<file path="config.mk">
export PLATFORM = sky130hd
export DESIGN_NAME = hsv_to_rgb_converter_unit
export DESIGN_NICKNAME = d
export VERILOG_FILES = /design/src/design/hsv2rgb_pkg.sv /design/src/design/hsv_to_rgb_converter_unit.sv /design/src/design/hsv2rgb_sector.sv /design/src/design/hsv2rgb_product.sv /design/src/design/hsv2rgb_divide.sv /design/src/design/hsv2rgb_select.sv
export VERILOG_INCLUDE_DIRS = /design/src /design/src/design
export SDC_FILE = /design/constraint.sdc
export NUM_CORES = 2
export LEC_CHECK = 0
export BUFFER_PORTS_ARGS = -buffer_cell sky130_fd_sc_hd__buf_2
export CORE_MARGIN = 3
export CORE_UTILIZATION = 70
export DETAILED_ROUTE_END_ITERATION = 8
export PLACE_DENSITY = 0.92
export SYNTH_ARGS = -nofsm -noshare
export SYNTH_HDL_FRONTEND = slang
export SYNTH_SLANG_ARGS = --single-unit
</file>
<file path="constraint.sdc">
create_clock -name clk_i -period 15.4 [get_ports clk_i]
set_input_delay 1.54 -clock clk_i [delete_from_list [all_inputs] [get_ports clk_i]]
set_output_delay 1.54 -clock clk_i [all_outputs]
set_load 0.02 [all_outputs]
</file>
<file path="src/design/assert_macros.svh">
// ----------------------------------------------------------------------------
// Assertion macros
// Shared concurrent assertion wrappers. Defining ASSERT_OFF removes them.
// ----------------------------------------------------------------------------
`ifndef ASSERT_MACROS_SVH
`define ASSERT_MACROS_SVH

`ifndef ASSERT_OFF

// Checks a property on every rising clock edge outside reset.
`define ASSERT_PROP(label, clk, rst_n, prop, msg) \
  label: assert property (@(posedge clk) disable iff (!(rst_n)) (prop)) \
    else $error(msg);

// Checks that a condition implies another in the same cycle.
`define ASSERT_IMPLY(label, clk, rst_n, pre, post, msg) \
  `ASSERT_PROP(label, clk, rst_n, (pre) |-> (post), msg)

`else

`define ASSERT_PROP(label, clk, rst_n, prop, msg)
`define ASSERT_IMPLY(label, clk, rst_n, pre, post, msg)

`endif

`endif

</file>
<file path="src/design/hsv2rgb_pkg.sv">
// ----------------------------------------------------------------------------
// HSV to RGB converter package
// Payload types, pipeline payloads and arithmetic constants.
// ----------------------------------------------------------------------------
package hsv2rgb_pkg;

  // Hue in 1/64 degree, one full turn and one sixty degree sector.
  localparam logic [14:0] HUE_FULL_TURN = 15'd23040;
  localparam logic [11:0] SECTOR_STEPS  = 12'd3840;

  // Fraction one for saturation and value.
  localparam logic [7:0]  FRACTION_ONE  = 8'd255;

  // Denominator of q and t: 255 * 3840.
  localparam logic [19:0] DEN_QT        = 20'd979200;

  // After a right shift by 8 the q and t divisor is 255 * 15.
  localparam logic [11:0] DIV_QT        = 12'd3825;

  // Reciprocals: floor(2^20 / 3825) and floor(2^16 / 255).
  localparam logic [8:0]  RECIP_QT      = 9'd274;
  localparam logic [8:0]  RECIP_P       = 9'd257;

  typedef enum logic [2:0] {
    SECTOR_0 = 3'd0,
    SECTOR_1 = 3'd1,
    SECTOR_2 = 3'd2,
    SECTOR_3 = 3'd3,
    SECTOR_4 = 3'd4,
    SECTOR_5 = 3'd5
  } hsv_sector_e;

  typedef struct packed {
    logic [14:0] hue;
    logic [7:0]  saturation;
    logic [7:0]  brightness;
    logic [7:0]  alpha_in;
  } hsv_in_t;

  typedef struct packed {
    logic [7:0] red;
    logic [7:0] green;
    logic [7:0] blue;
    logic [7:0] alpha_out;
  } rgb_out_t;

  // Sector split of the hue.
  typedef struct packed {
    hsv_sector_e sector;
    logic [11:0] rem;
    logic [7:0]  sat;
    logic [7:0]  val;
    logic [7:0]  alpha;
  } hsv_sec_t;

  // Dividends of p, q and t; q and t already shifted right by 8.
  typedef struct packed {
    hsv_sector_e sector;
    logic [7:0]  val;
    logic [7:0]  alpha;
    logic [19:0] num_q;
    logic [19:0] num_t;
    logic [15:0] num_p;
  } hsv_prod_t;

  // Finished channel candidates.
  typedef struct packed {
    hsv_sector_e sector;
    logic [7:0]  val;
    logic [7:0]  alpha;
    logic [7:0]  q;
    logic [7:0]  t;
    logic [7:0]  p;
  } hsv_quot_t;

endpackage

</file>
<file path="src/design/hsv_to_rgb_converter_unit.sv">
// ----------------------------------------------------------------------------
// HSV to RGB converter unit
// Nine-stage pipeline turning one HSV pixel with alpha into 8-bit RGBA.
// ----------------------------------------------------------------------------
// The input channel carries one pixel per transfer: hue in 1/64 degree,
// saturation, brightness and alpha. A transfer happens on a rising clock edge
// where in_valid_i is high and in_stall_o is low. The output channel carries
// red, green, blue and the unchanged alpha, with a transfer on an edge where
// out_valid_o is high and out_stall_i is low. Every input transfer yields
// exactly one output transfer, in order.
// A pixel passes through nine register stages, each of which holds one
// pixel: hue wrap, sector split, saturation products, scaled factors,
// value products, reciprocal estimate, remainder, correction and the
// output register. Throughput is one pixel per clock while out_stall_i
// stays low.
// Reset clears the valid bits of all stages only; the pipeline is then empty
// and accepts a pixel as soon as reset is released.
// When the receiver stalls, the output register holds its pixel. Each stage
// keeps moving as long as the stage after it is empty or moving, so bubbles
// close up, and in_stall_o rises only once every stage holds a pixel.
// ----------------------------------------------------------------------------
`include "assert_macros.svh"

module hsv_to_rgb_converter_unit import hsv2rgb_pkg::*; (
  input  logic     clk_i,
  input  logic     rst_ni,
  input  logic     in_valid_i,
  output logic     in_stall_o,
  input  hsv_in_t  in_data_i,
  output logic     out_valid_o,
  input  logic     out_stall_i,
  output rgb_out_t out_data_o
);

  // Inter-module links; each stall travels against the valid of its link.
  logic      sec_valid, sec_stall;
  hsv_sec_t  sec_data;
  logic      prod_valid, prod_stall;
  hsv_prod_t prod_data;
  logic      div_valid, div_stall;
  hsv_quot_t div_data;

  // Hue wrap and sector with remainder inside the sector.
  hsv2rgb_sector u_sector (
    .clk_i   (clk_i),
    .rst_ni  (rst_ni),
    .valid_i (in_valid_i),
    .stall_o (in_stall_o),
    .data_i  (in_data_i),
    .valid_o (sec_valid),
    .stall_i (sec_stall),
    .data_o  (sec_data)
  );

  // Dividends of p, q and t.
  hsv2rgb_product u_product (
    .clk_i   (clk_i),
    .rst_ni  (rst_ni),
    .valid_i (sec_valid),
    .stall_o (sec_stall),
    .data_i  (sec_data),
    .valid_o (prod_valid),
    .stall_i (prod_stall),
    .data_o  (prod_data)
  );

  // Exact truncating division by constants through reciprocal multiplication.
  hsv2rgb_divide u_divide (
    .clk_i   (clk_i),
    .rst_ni  (rst_ni),
    .valid_i (prod_valid),
    .stall_o (prod_stall),
    .data_i  (prod_data),
    .valid_o (div_valid),
    .stall_i (div_stall),
    .data_o  (div_data)
  );

  // Channel order by sector, then the output register.
  hsv2rgb_select u_select (
    .clk_i   (clk_i),
    .rst_ni  (rst_ni),
    .valid_i (div_valid),
    .stall_o (div_stall),
    .data_i  (div_data),
    .valid_o (out_valid_o),
    .stall_i (out_stall_i),
    .data_o  (out_data_o)
  );

  // The input is held back only while a finished pixel waits at the output.
  `ASSERT_IMPLY(a_in_stall_cause, clk_i, rst_ni, in_stall_o,
                out_valid_o && out_stall_i, "input stalled without output stall")

  // Each of p, q and t is v scaled by a factor of at most one.
  `ASSERT_IMPLY(a_div_bound, clk_i, rst_ni, div_valid,
                (div_data.p <= div_data.val) && (div_data.q <= div_data.val) &&
                (div_data.t <= div_data.val), "divider result exceeds value")

  // A stall on the divider output means the output register is full and held.
  `ASSERT_IMPLY(a_div_stall_cause, clk_i, rst_ni, div_stall,
                out_valid_o && out_stall_i,
                "divider stalled without a full output stage")

endmodule

</file>
<file path="src/design/hsv2rgb_sector.sv">
// ----------------------------------------------------------------------------
// HSV to RGB sector split
// Two stages: wraps the hue into one turn, then finds sector and remainder.
// ----------------------------------------------------------------------------
module hsv2rgb_sector import hsv2rgb_pkg::*; (
  input  logic     clk_i,
  input  logic     rst_ni,
  input  logic     valid_i,
  output logic     stall_o,
  input  hsv_in_t  data_i,
  output logic     valid_o,
  input  logic     stall_i,
  output hsv_sec_t data_o
);

  typedef struct packed {
    logic [14:0] hue;
    logic [7:0]  sat;
    logic [7:0]  val;
    logic [7:0]  alpha;
  } wrap_t;

  logic     va_q, vb_q;
  logic     stall_a, stall_b;
  wrap_t    wrap_d, wrap_q;
  hsv_sec_t sec_d, sec_q;
  logic [14:0] base;

  assign stall_b = vb_q && stall_i;
  assign stall_a = va_q && stall_b;
  assign stall_o = stall_a;

  // A hue past one turn needs a single subtraction.
  always_comb begin
    wrap_d.hue   = (data_i.hue >= HUE_FULL_TURN) ? (data_i.hue - HUE_FULL_TURN)
                                                 : data_i.hue;
    wrap_d.sat   = data_i.saturation;
    wrap_d.val   = data_i.brightness;
    wrap_d.alpha = data_i.alpha_in;
  end

  always_comb begin
    if (wrap_q.hue >= 15'd19200) begin
      sec_d.sector = SECTOR_5;
      base         = 15'd19200;
    end else if (wrap_q.hue >= 15'd15360) begin
      sec_d.sector = SECTOR_4;
      base         = 15'd15360;
    end else if (wrap_q.hue >= 15'd11520) begin
      sec_d.sector = SECTOR_3;
      base         = 15'd11520;
    end else if (wrap_q.hue >= 15'd7680) begin
      sec_d.sector = SECTOR_2;
      base         = 15'd7680;
    end else if (wrap_q.hue >= 15'({3'd0, SECTOR_STEPS})) begin
      sec_d.sector = SECTOR_1;
      base         = 15'({3'd0, SECTOR_STEPS});
    end else begin
      sec_d.sector = SECTOR_0;
      base         = 15'd0;
    end
    sec_d.rem   = 12'(wrap_q.hue - base);
    sec_d.sat   = wrap_q.sat;
    sec_d.val   = wrap_q.val;
    sec_d.alpha = wrap_q.alpha;
  end

  always_ff @(posedge clk_i or negedge rst_ni) begin
    if (!rst_ni) begin
      va_q <= 1'b0;
      vb_q <= 1'b0;
    end else begin
      if (!stall_a) va_q <= valid_i;
      if (!stall_b) vb_q <= va_q;
    end
  end

  always_ff @(posedge clk_i) begin
    if (!stall_a && valid_i) wrap_q <= wrap_d;
    if (!stall_b && va_q)    sec_q  <= sec_d;
  end

  assign valid_o = vb_q;
  assign data_o  = sec_q;

endmodule

</file>
<file path="src/design/hsv2rgb_product.sv">
// ----------------------------------------------------------------------------
// HSV to RGB products
// Three stages that form the dividends of p, q and t.
// ----------------------------------------------------------------------------
module hsv2rgb_product import hsv2rgb_pkg::*; (
  input  logic      clk_i,
  input  logic      rst_ni,
  input  logic      valid_i,
  output logic      stall_o,
  input  hsv_sec_t  data_i,
  output logic      valid_o,
  input  logic      stall_i,
  output hsv_prod_t data_o
);

  // Saturation times hue fraction, and the plain p dividend.
  typedef struct packed {
    hsv_sector_e sector;
    logic [7:0]  val;
    logic [7:0]  alpha;
    logic [19:0] sr;
    logic [19:0] st;
    logic [15:0] num_p;
  } sfrac_t;

  // Factors in parentheses of q and t, scaled by the denominator.
  typedef struct packed {
    hsv_sector_e sector;
    logic [7:0]  val;
    logic [7:0]  alpha;
    logic [19:0] xq;
    logic [19:0] xt;
    logic [15:0] num_p;
  } factor_t;

  logic      vc_q, vd_q, ve_q;
  logic      stall_c, stall_d, stall_e;
  sfrac_t    sf_d, sf_q;
  factor_t   fa_d, fa_q;
  hsv_prod_t pr_d, pr_q;
  logic [11:0] comp;
  logic [27:0] full_q, full_t;

  assign stall_e = ve_q && stall_i;
  assign stall_d = vd_q && stall_e;
  assign stall_c = vc_q && stall_d;
  assign stall_o = stall_c;

  always_comb begin
    comp         = SECTOR_STEPS - data_i.rem;
    sf_d.sector  = data_i.sector;
    sf_d.val     = data_i.val;
    sf_d.alpha   = data_i.alpha;
    sf_d.sr      = {12'd0, data_i.sat} * {8'd0, data_i.rem};
    sf_d.st      = {12'd0, data_i.sat} * {8'd0, comp};
    sf_d.num_p   = {8'd0, data_i.val} * {8'd0, FRACTION_ONE - data_i.sat};
  end

  always_comb begin
    fa_d.sector = sf_q.sector;
    fa_d.val    = sf_q.val;
    fa_d.alpha  = sf_q.alpha;
    fa_d.xq     = DEN_QT - sf_q.sr;
    fa_d.xt     = DEN_QT - sf_q.st;
    fa_d.num_p  = sf_q.num_p;
  end

  // The low eight bits of the q and t dividends never reach the quotient.
  always_comb begin
    full_q      = {20'd0, fa_q.val} * {8'd0, fa_q.xq};
    full_t      = {20'd0, fa_q.val} * {8'd0, fa_q.xt};
    pr_d.sector = fa_q.sector;
    pr_d.val    = fa_q.val;
    pr_d.alpha  = fa_q.alpha;
    pr_d.num_q  = full_q[27:8];
    pr_d.num_t  = full_t[27:8];
    pr_d.num_p  = fa_q.num_p;
  end

  always_ff @(posedge clk_i or negedge rst_ni) begin
    if (!rst_ni) begin
      vc_q <= 1'b0;
      vd_q <= 1'b0;
      ve_q <= 1'b0;
    end else begin
      if (!stall_c) vc_q <= valid_i;
      if (!stall_d) vd_q <= vc_q;
      if (!stall_e) ve_q <= vd_q;
    end
  end

  always_ff @(posedge clk_i) begin
    if (!stall_c && valid_i) sf_q <= sf_d;
    if (!stall_d && vc_q)    fa_q <= fa_d;
    if (!stall_e && vd_q)    pr_q <= pr_d;
  end

  assign valid_o = ve_q;
  assign data_o  = pr_q;

endmodule

</file>
<file path="src/design/hsv2rgb_divide.sv">
// ----------------------------------------------------------------------------
// HSV to RGB constant divider
// Three stages of reciprocal estimate, remainder and one-step correction.
// ----------------------------------------------------------------------------
module hsv2rgb_divide import hsv2rgb_pkg::*; (
  input  logic      clk_i,
  input  logic      rst_ni,
  input  logic      valid_i,
  output logic      stall_o,
  input  hsv_prod_t data_i,
  output logic      valid_o,
  input  logic      stall_i,
  output hsv_quot_t data_o
);

  typedef struct packed {
    hsv_sector_e sector;
    logic [7:0]  val;
    logic [7:0]  alpha;
    logic [19:0] num_q;
    logic [19:0] num_t;
    logic [15:0] num_p;
    logic [7:0]  est_q;
    logic [7:0]  est_t;
    logic [7:0]  est_p;
  } est_t;

  typedef struct packed {
    hsv_sector_e sector;
    logic [7:0]  val;
    logic [7:0]  alpha;
    logic [19:0] rem_q;
    logic [19:0] rem_t;
    logic [15:0] rem_p;
    logic [7:0]  est_q;
    logic [7:0]  est_t;
    logic [7:0]  est_p;
  } rem_t;

  logic      vf_q, vg_q, vh_q;
  logic      stall_f, stall_g, stall_h;
  est_t      es_d, es_q;
  rem_t      rm_d, rm_q;
  hsv_quot_t qu_d, qu_q;
  logic [28:0] prod_q, prod_t;
  logic [23:0] prod_p;

  assign stall_h = vh_q && stall_i;
  assign stall_g = vg_q && stall_h;
  assign stall_f = vf_q && stall_g;
  assign stall_o = stall_f;

  // The estimate is never above the true quotient and at most one below.
  always_comb begin
    prod_q       = {9'd0, data_i.num_q} * {20'd0, RECIP_QT};
    prod_t       = {9'd0, data_i.num_t} * {20'd0, RECIP_QT};
    prod_p       = {8'd0, data_i.num_p} * {15'd0, RECIP_P};
    es_d.sector  = data_i.sector;
    es_d.val     = data_i.val;
    es_d.alpha   = data_i.alpha;
    es_d.num_q   = data_i.num_q;
    es_d.num_t   = data_i.num_t;
    es_d.num_p   = data_i.num_p;
    es_d.est_q   = prod_q[27:20];
    es_d.est_t   = prod_t[27:20];
    es_d.est_p   = prod_p[23:16];
  end

  always_comb begin
    rm_d.sector = es_q.sector;
    rm_d.val    = es_q.val;
    rm_d.alpha  = es_q.alpha;
    rm_d.rem_q  = es_q.num_q - {12'd0, es_q.est_q} * {8'd0, DIV_QT};
    rm_d.rem_t  = es_q.num_t - {12'd0, es_q.est_t} * {8'd0, DIV_QT};
    rm_d.rem_p  = es_q.num_p - {8'd0, es_q.est_p} * {8'd0, FRACTION_ONE};
    rm_d.est_q  = es_q.est_q;
    rm_d.est_t  = es_q.est_t;
    rm_d.est_p  = es_q.est_p;
  end

  always_comb begin
    qu_d.sector = rm_q.sector;
    qu_d.val    = rm_q.val;
    qu_d.alpha  = rm_q.alpha;
    qu_d.q = rm_q.est_q + {7'd0, rm_q.rem_q >= {8'd0, DIV_QT}};
    qu_d.t = rm_q.est_t + {7'd0, rm_q.rem_t >= {8'd0, DIV_QT}};
    qu_d.p = rm_q.est_p + {7'd0, rm_q.rem_p >= {8'd0, FRACTION_ONE}};
  end

  always_ff @(posedge clk_i or negedge rst_ni) begin
    if (!rst_ni) begin
      vf_q <= 1'b0;
      vg_q <= 1'b0;
      vh_q <= 1'b0;
    end else begin
      if (!stall_f) vf_q <= valid_i;
      if (!stall_g) vg_q <= vf_q;
      if (!stall_h) vh_q <= vg_q;
    end
  end

  always_ff @(posedge clk_i) begin
    if (!stall_f && valid_i) es_q <= es_d;
    if (!stall_g && vf_q)    rm_q <= rm_d;
    if (!stall_h && vg_q)    qu_q <= qu_d;
  end

  assign valid_o = vh_q;
  assign data_o  = qu_q;

endmodule

</file>
<file path="src/design/hsv2rgb_select.sv">
// ----------------------------------------------------------------------------
// HSV to RGB channel select
// Orders p, q, t and v by sector into the output register.
// ----------------------------------------------------------------------------
module hsv2rgb_select import hsv2rgb_pkg::*; (
  input  logic      clk_i,
  input  logic      rst_ni,
  input  logic      valid_i,
  output logic      stall_o,
  input  hsv_quot_t data_i,
  output logic      valid_o,
  input  logic      stall_i,
  output rgb_out_t  data_o
);

  logic     vo_q;
  logic     stall_out;
  rgb_out_t rgb_d, rgb_q;

  assign stall_out = vo_q && stall_i;
  assign stall_o   = stall_out;

  always_comb begin
    rgb_d.alpha_out = data_i.alpha;
    case (data_i.sector)
      SECTOR_0: begin
        rgb_d.red = data_i.val; rgb_d.green = data_i.t;   rgb_d.blue = data_i.p;
      end
      SECTOR_1: begin
        rgb_d.red = data_i.q;   rgb_d.green = data_i.val; rgb_d.blue = data_i.p;
      end
      SECTOR_2: begin
        rgb_d.red = data_i.p;   rgb_d.green = data_i.val; rgb_d.blue = data_i.t;
      end
      SECTOR_3: begin
        rgb_d.red = data_i.p;   rgb_d.green = data_i.q;   rgb_d.blue = data_i.val;
      end
      SECTOR_4: begin
        rgb_d.red = data_i.t;   rgb_d.green = data_i.p;   rgb_d.blue = data_i.val;
      end
      default: begin
        rgb_d.red = data_i.val; rgb_d.green = data_i.p;   rgb_d.blue = data_i.q;
      end
    endcase
  end

  always_ff @(posedge clk_i or negedge rst_ni) begin
    if (!rst_ni) begin
      vo_q <= 1'b0;
    end else if (!stall_out) begin
      vo_q <= valid_i;
    end
  end

  always_ff @(posedge clk_i) begin
    if (!stall_out && valid_i) rgb_q <= rgb_d;
  end

  assign valid_o = vo_q;
  assign data_o  = rgb_q;

endmodule
</file>
==> flow_metrics.env <==
export IMPL_worstPathRequired_ps=15810
export IMPL_syn_to_final_growth_pct=6.70
export IMPL_cts_setup_buffers=0
export IMPL_dp_hpwl_mm=72.4
export IMPL_vias_per_cell=6.07
export IMPL_clk_latency_ps=660
export IMPL_fill_cells=3564
export IMPL_rr_endpoint="u_product.sf_q[35]$_DFFE_PP_"
export IMPL_slowest_stage="or4_1"
export IMPL_yosysSeqAreaShare_pct=36.2
export IMPL_fin_skew_ps=48.8
export IMPL_synth_fp_nets=5310
export IMPL_yosysUniqueCellTypes=74
export IMPL_crit_family="adder cells"
export IMPL_synth_edf_count=574
export IMPL_drv_slew=0
export IMPL_antenna_cells=0
export IMPL_outcome="completed"
export IMPL_die_area_sq_um=72000
export IMPL_layout_common_cells="inv_1, edfxtp_1, ha_1"
export IMPL_min_path_type="flop to flop"
export IMPL_ys_seq_elements=583
export IMPL_cts_tree="yes"
export IMPL_core_area_sq_um=67600
export IMPL_relSlewSlack_pct=14.1
export IMPL_cts_sinks=583
export IMPL_syn_inst=4221
export IMPL_antenna_found_initial=1
export IMPL_r2r_slack_ps=8620
export IMPL_cts_buffers=59
export IMPL_crit_top_cell="fa_1"
export IMPL_crit_buf_inv=2
export IMPL_htree_levels=2
export IMPL_drt_pass1_iter_count=6
export IMPL_maxCapViolations=0
export IMPL_ff2ff_path_depth=20
export IMPL_mostFrequentLayoutCell="inv_1"
export IMPL_first_global_vias=33900
export IMPL_initial_core_util_pct=71.2
export IMPL_endpoint_kind="flop"
export IMPL_fin_tns_setup_ps=0
export IMPL_drive_gt1_share_pct=5.13
export IMPL_hold_violations=0
export IMPL_hp_start="u_divide.qu_d[34]$_DFFE_PP_"
export IMPL_grtUsageTotal_pct=29.8
export IMPL_grt_pass1_wl_mm=170
export IMPL_overflow=0
export IMPL_cts_resized=0
export IMPL_fin_crit_sh_pct=44.0
export IMPL_setup_viol=0
export IMPL_clock_fmax_mhz=148
export IMPL_ys_warn_count=0
export IMPL_r2r_start="u_sector.data_o[26]$_DFFE_PP_"
export IMPL_dieHeight_um=268
export IMPL_routabilityCongestion=0.919
export IMPL_port_buffer_count=76
export IMPL_synth_avg_cell_area_sq_um=11.4
export IMPL_period_needed_ps=6780
export IMPL_vias=31600
export IMPL_crit_arrival_ps=7190
export IMPL_grt_max_degree=78
export IMPL_rsz0062_at_grt="no"
export IMPL_ant_nets=0
export IMPL_crit_type="flop to flop"
export IMPL_crit_path_max_incr_delay_ps=610
export IMPL_rows=95
export IMPL_worstHoldEndpoint="u_divide.data_o[34]$_DFFE_PP_"
export IMPL_pin_count=77
export IMPL_worst_slew_pin_slew_ps=1290
export IMPL_crit_fanout=12
export IMPL_netlist_area_sq_um=48200
export IMPL_worstHoldPathCells=0
export IMPL_drc=0
export IMPL_synthFlopType="edfxtp_1"
export IMPL_cts_root_buf="clkbuf_16"
export IMPL_final_nets=5369
export IMPL_path_clk_slew_ps=60
export IMPL_wl_mm=103
export IMPL_wl_per_cell_um=19.8
export IMPL_cp_start_kind="flop"
export IMPL_worstPathCellList="or4_1 -> nor3_1 -> nand2_1 -> nand3_1 -> xor2_1 -> and2_1 -> fa_1 -> fa_1 -> fa_1 -> inv_1 -> fa_1 -> inv_1 -> ha_1 -> a21oi_1 -> o21bai_1 -> a21oi_1 -> and2_1 -> a31oi_1 -> or4b_1 -> and3_1"
export IMPL_clockBufferDepth=3
export IMPL_ys_async_sr_fraction_pct=1.54
export IMPL_hold_buffers=0
export IMPL_die_w_um=268
export IMPL_drtIter0Drc=2905
==> through the flow <==
step	setup slack [ps]	area (sq um)	utilization, %	hold WS (ps)	std cells
6_report	8620	51400	76.0	400	5203
5_1_grt	8290	51400	76.0	415	5203
2_1_floorplan	8720	48200	-	400	4221
3_3_place_gp	9080	49500	73.1	400	5092
3_5_place_dp	8950	49500	73.1	405	5092
4_1_cts	8700	51400	76.0	404	5203
==> worst reg2reg max path: stages (launching register included) <==
cell and delay, ps:
edfxtp_1 540, or4_1 610, nor3_1 210, nand2_1 120, nand3_1 110, xor2_1 510
and2_1 230, fa_1 440, fa_1 480, fa_1 540, inv_1 50, fa_1 530
inv_1 50, ha_1 410, a21oi_1 250, o21bai_1 90, a21oi_1 260, and2_1 220
a31oi_1 120, or4b_1 570, and3_1 180
==> metal layers <==
layer  global-route usage, %  part of all wire, %
met5                       0                    0
met4                    12.7                  4.5
met3                    4.60                  7.2
met2                    52.4                   51
met1                    37.0                   37
==> kinds of logic after synthesis <==
kind of cell | synth area share (%)
xor gates and xnor gates | 3.74
and+or+nand+nor | 11.6
muxes | 0.353
adders and majority gates | 35.3
buffers and inverters | 7.21
DFF | 36.2
AOI/OAI and AO/OA | 5.60
==> cell usage after synthesis, types with 9 or more instances <==
cell	count	area [sq um]
nor4_1	17	106
nor2_1	145	544
nand2b_1	56	350
nand2_1	232	871
and3_1	24	150
o221ai_1	9	78.8
nand4_1	22	138
o21bai_1	12	90.1
or3_1	11	68.8
a21oi_1	102	510
o21a_1	30	225
fa_1	521	10400
xor2_1	70	613
xnor2_1	136	1190
clkbuf_1	86	323
and2_1	352	2200
dfrtp_1	9	225
a221o_1	10	100
a21o_1	34	255
edfxtp_1	574	17200
o211ai_1	9	67.6
ha_1	525	6570
a211oi_1	10	75.1
nor2b_1	63	394
nor3_1	52	260
a31oi_1	13	81.3
inv_1	828	3110
nand3_1	36	180
nand3b_1	13	97.6
o21ai_0	65	325
==> final cells by class <==
class / instances / area, sq um / area share [%]
repair buffers: 93 / 508 / 0.988
clock buffers: 67 / 1510 / 2.93
inverters: 829 / 3110 / 6.05
multi-input cells: 2714 / 27300 / 53.1
clock inverters: 44 / 432 / 0.840
well taps: 873 / 1090 / 2.12
flip-flops and latches: 583 / 17500 / 34.0
==> flip-flops by register name, indices dropped and copies added, names as in the netlist, 15 cells and up <==
register,count
u_product.fa_d,35
u_sector.wrap_q,15
u_product.sf_q,39
u_divide.es_q,99
u_divide.data_o,43
u_product.data_o,75
u_product.fa_q,74
u_select.data_o,32
u_divide.rm_q,80
u_sector.sec_d,24
u_divide.qu_d,19
u_sector.data_o,39
==> worst max path at each step <==
stage,end,depth (start not counted),startpoint
2_1_floorplan,u_divide.es_q[0]$_DFFE_PP_,3,out_stall_i
3_3_place_gp,u_product.sf_q[35]$_DFFE_PP_,19,u_sector.data_o[26]$_DFFE_PP_
3_5_place_dp,u_product.sf_q[35]$_DFFE_PP_,20,u_sector.data_o[26]$_DFFE_PP_
4_1_cts,u_product.sf_q[35]$_DFFE_PP_,20,u_sector.data_o[26]$_DFFE_PP_
5_1_grt,u_product.sf_q[35]$_DFFE_PP_,20,u_sector.data_o[26]$_DFFE_PP_
6_report,u_product.sf_q[35]$_DFFE_PP_,20,u_sector.data_o[26]$_DFFE_PP_
Power is not shown: default switching activity piles up to over one toggle a cycle in this logic, so the estimate is an artifact.
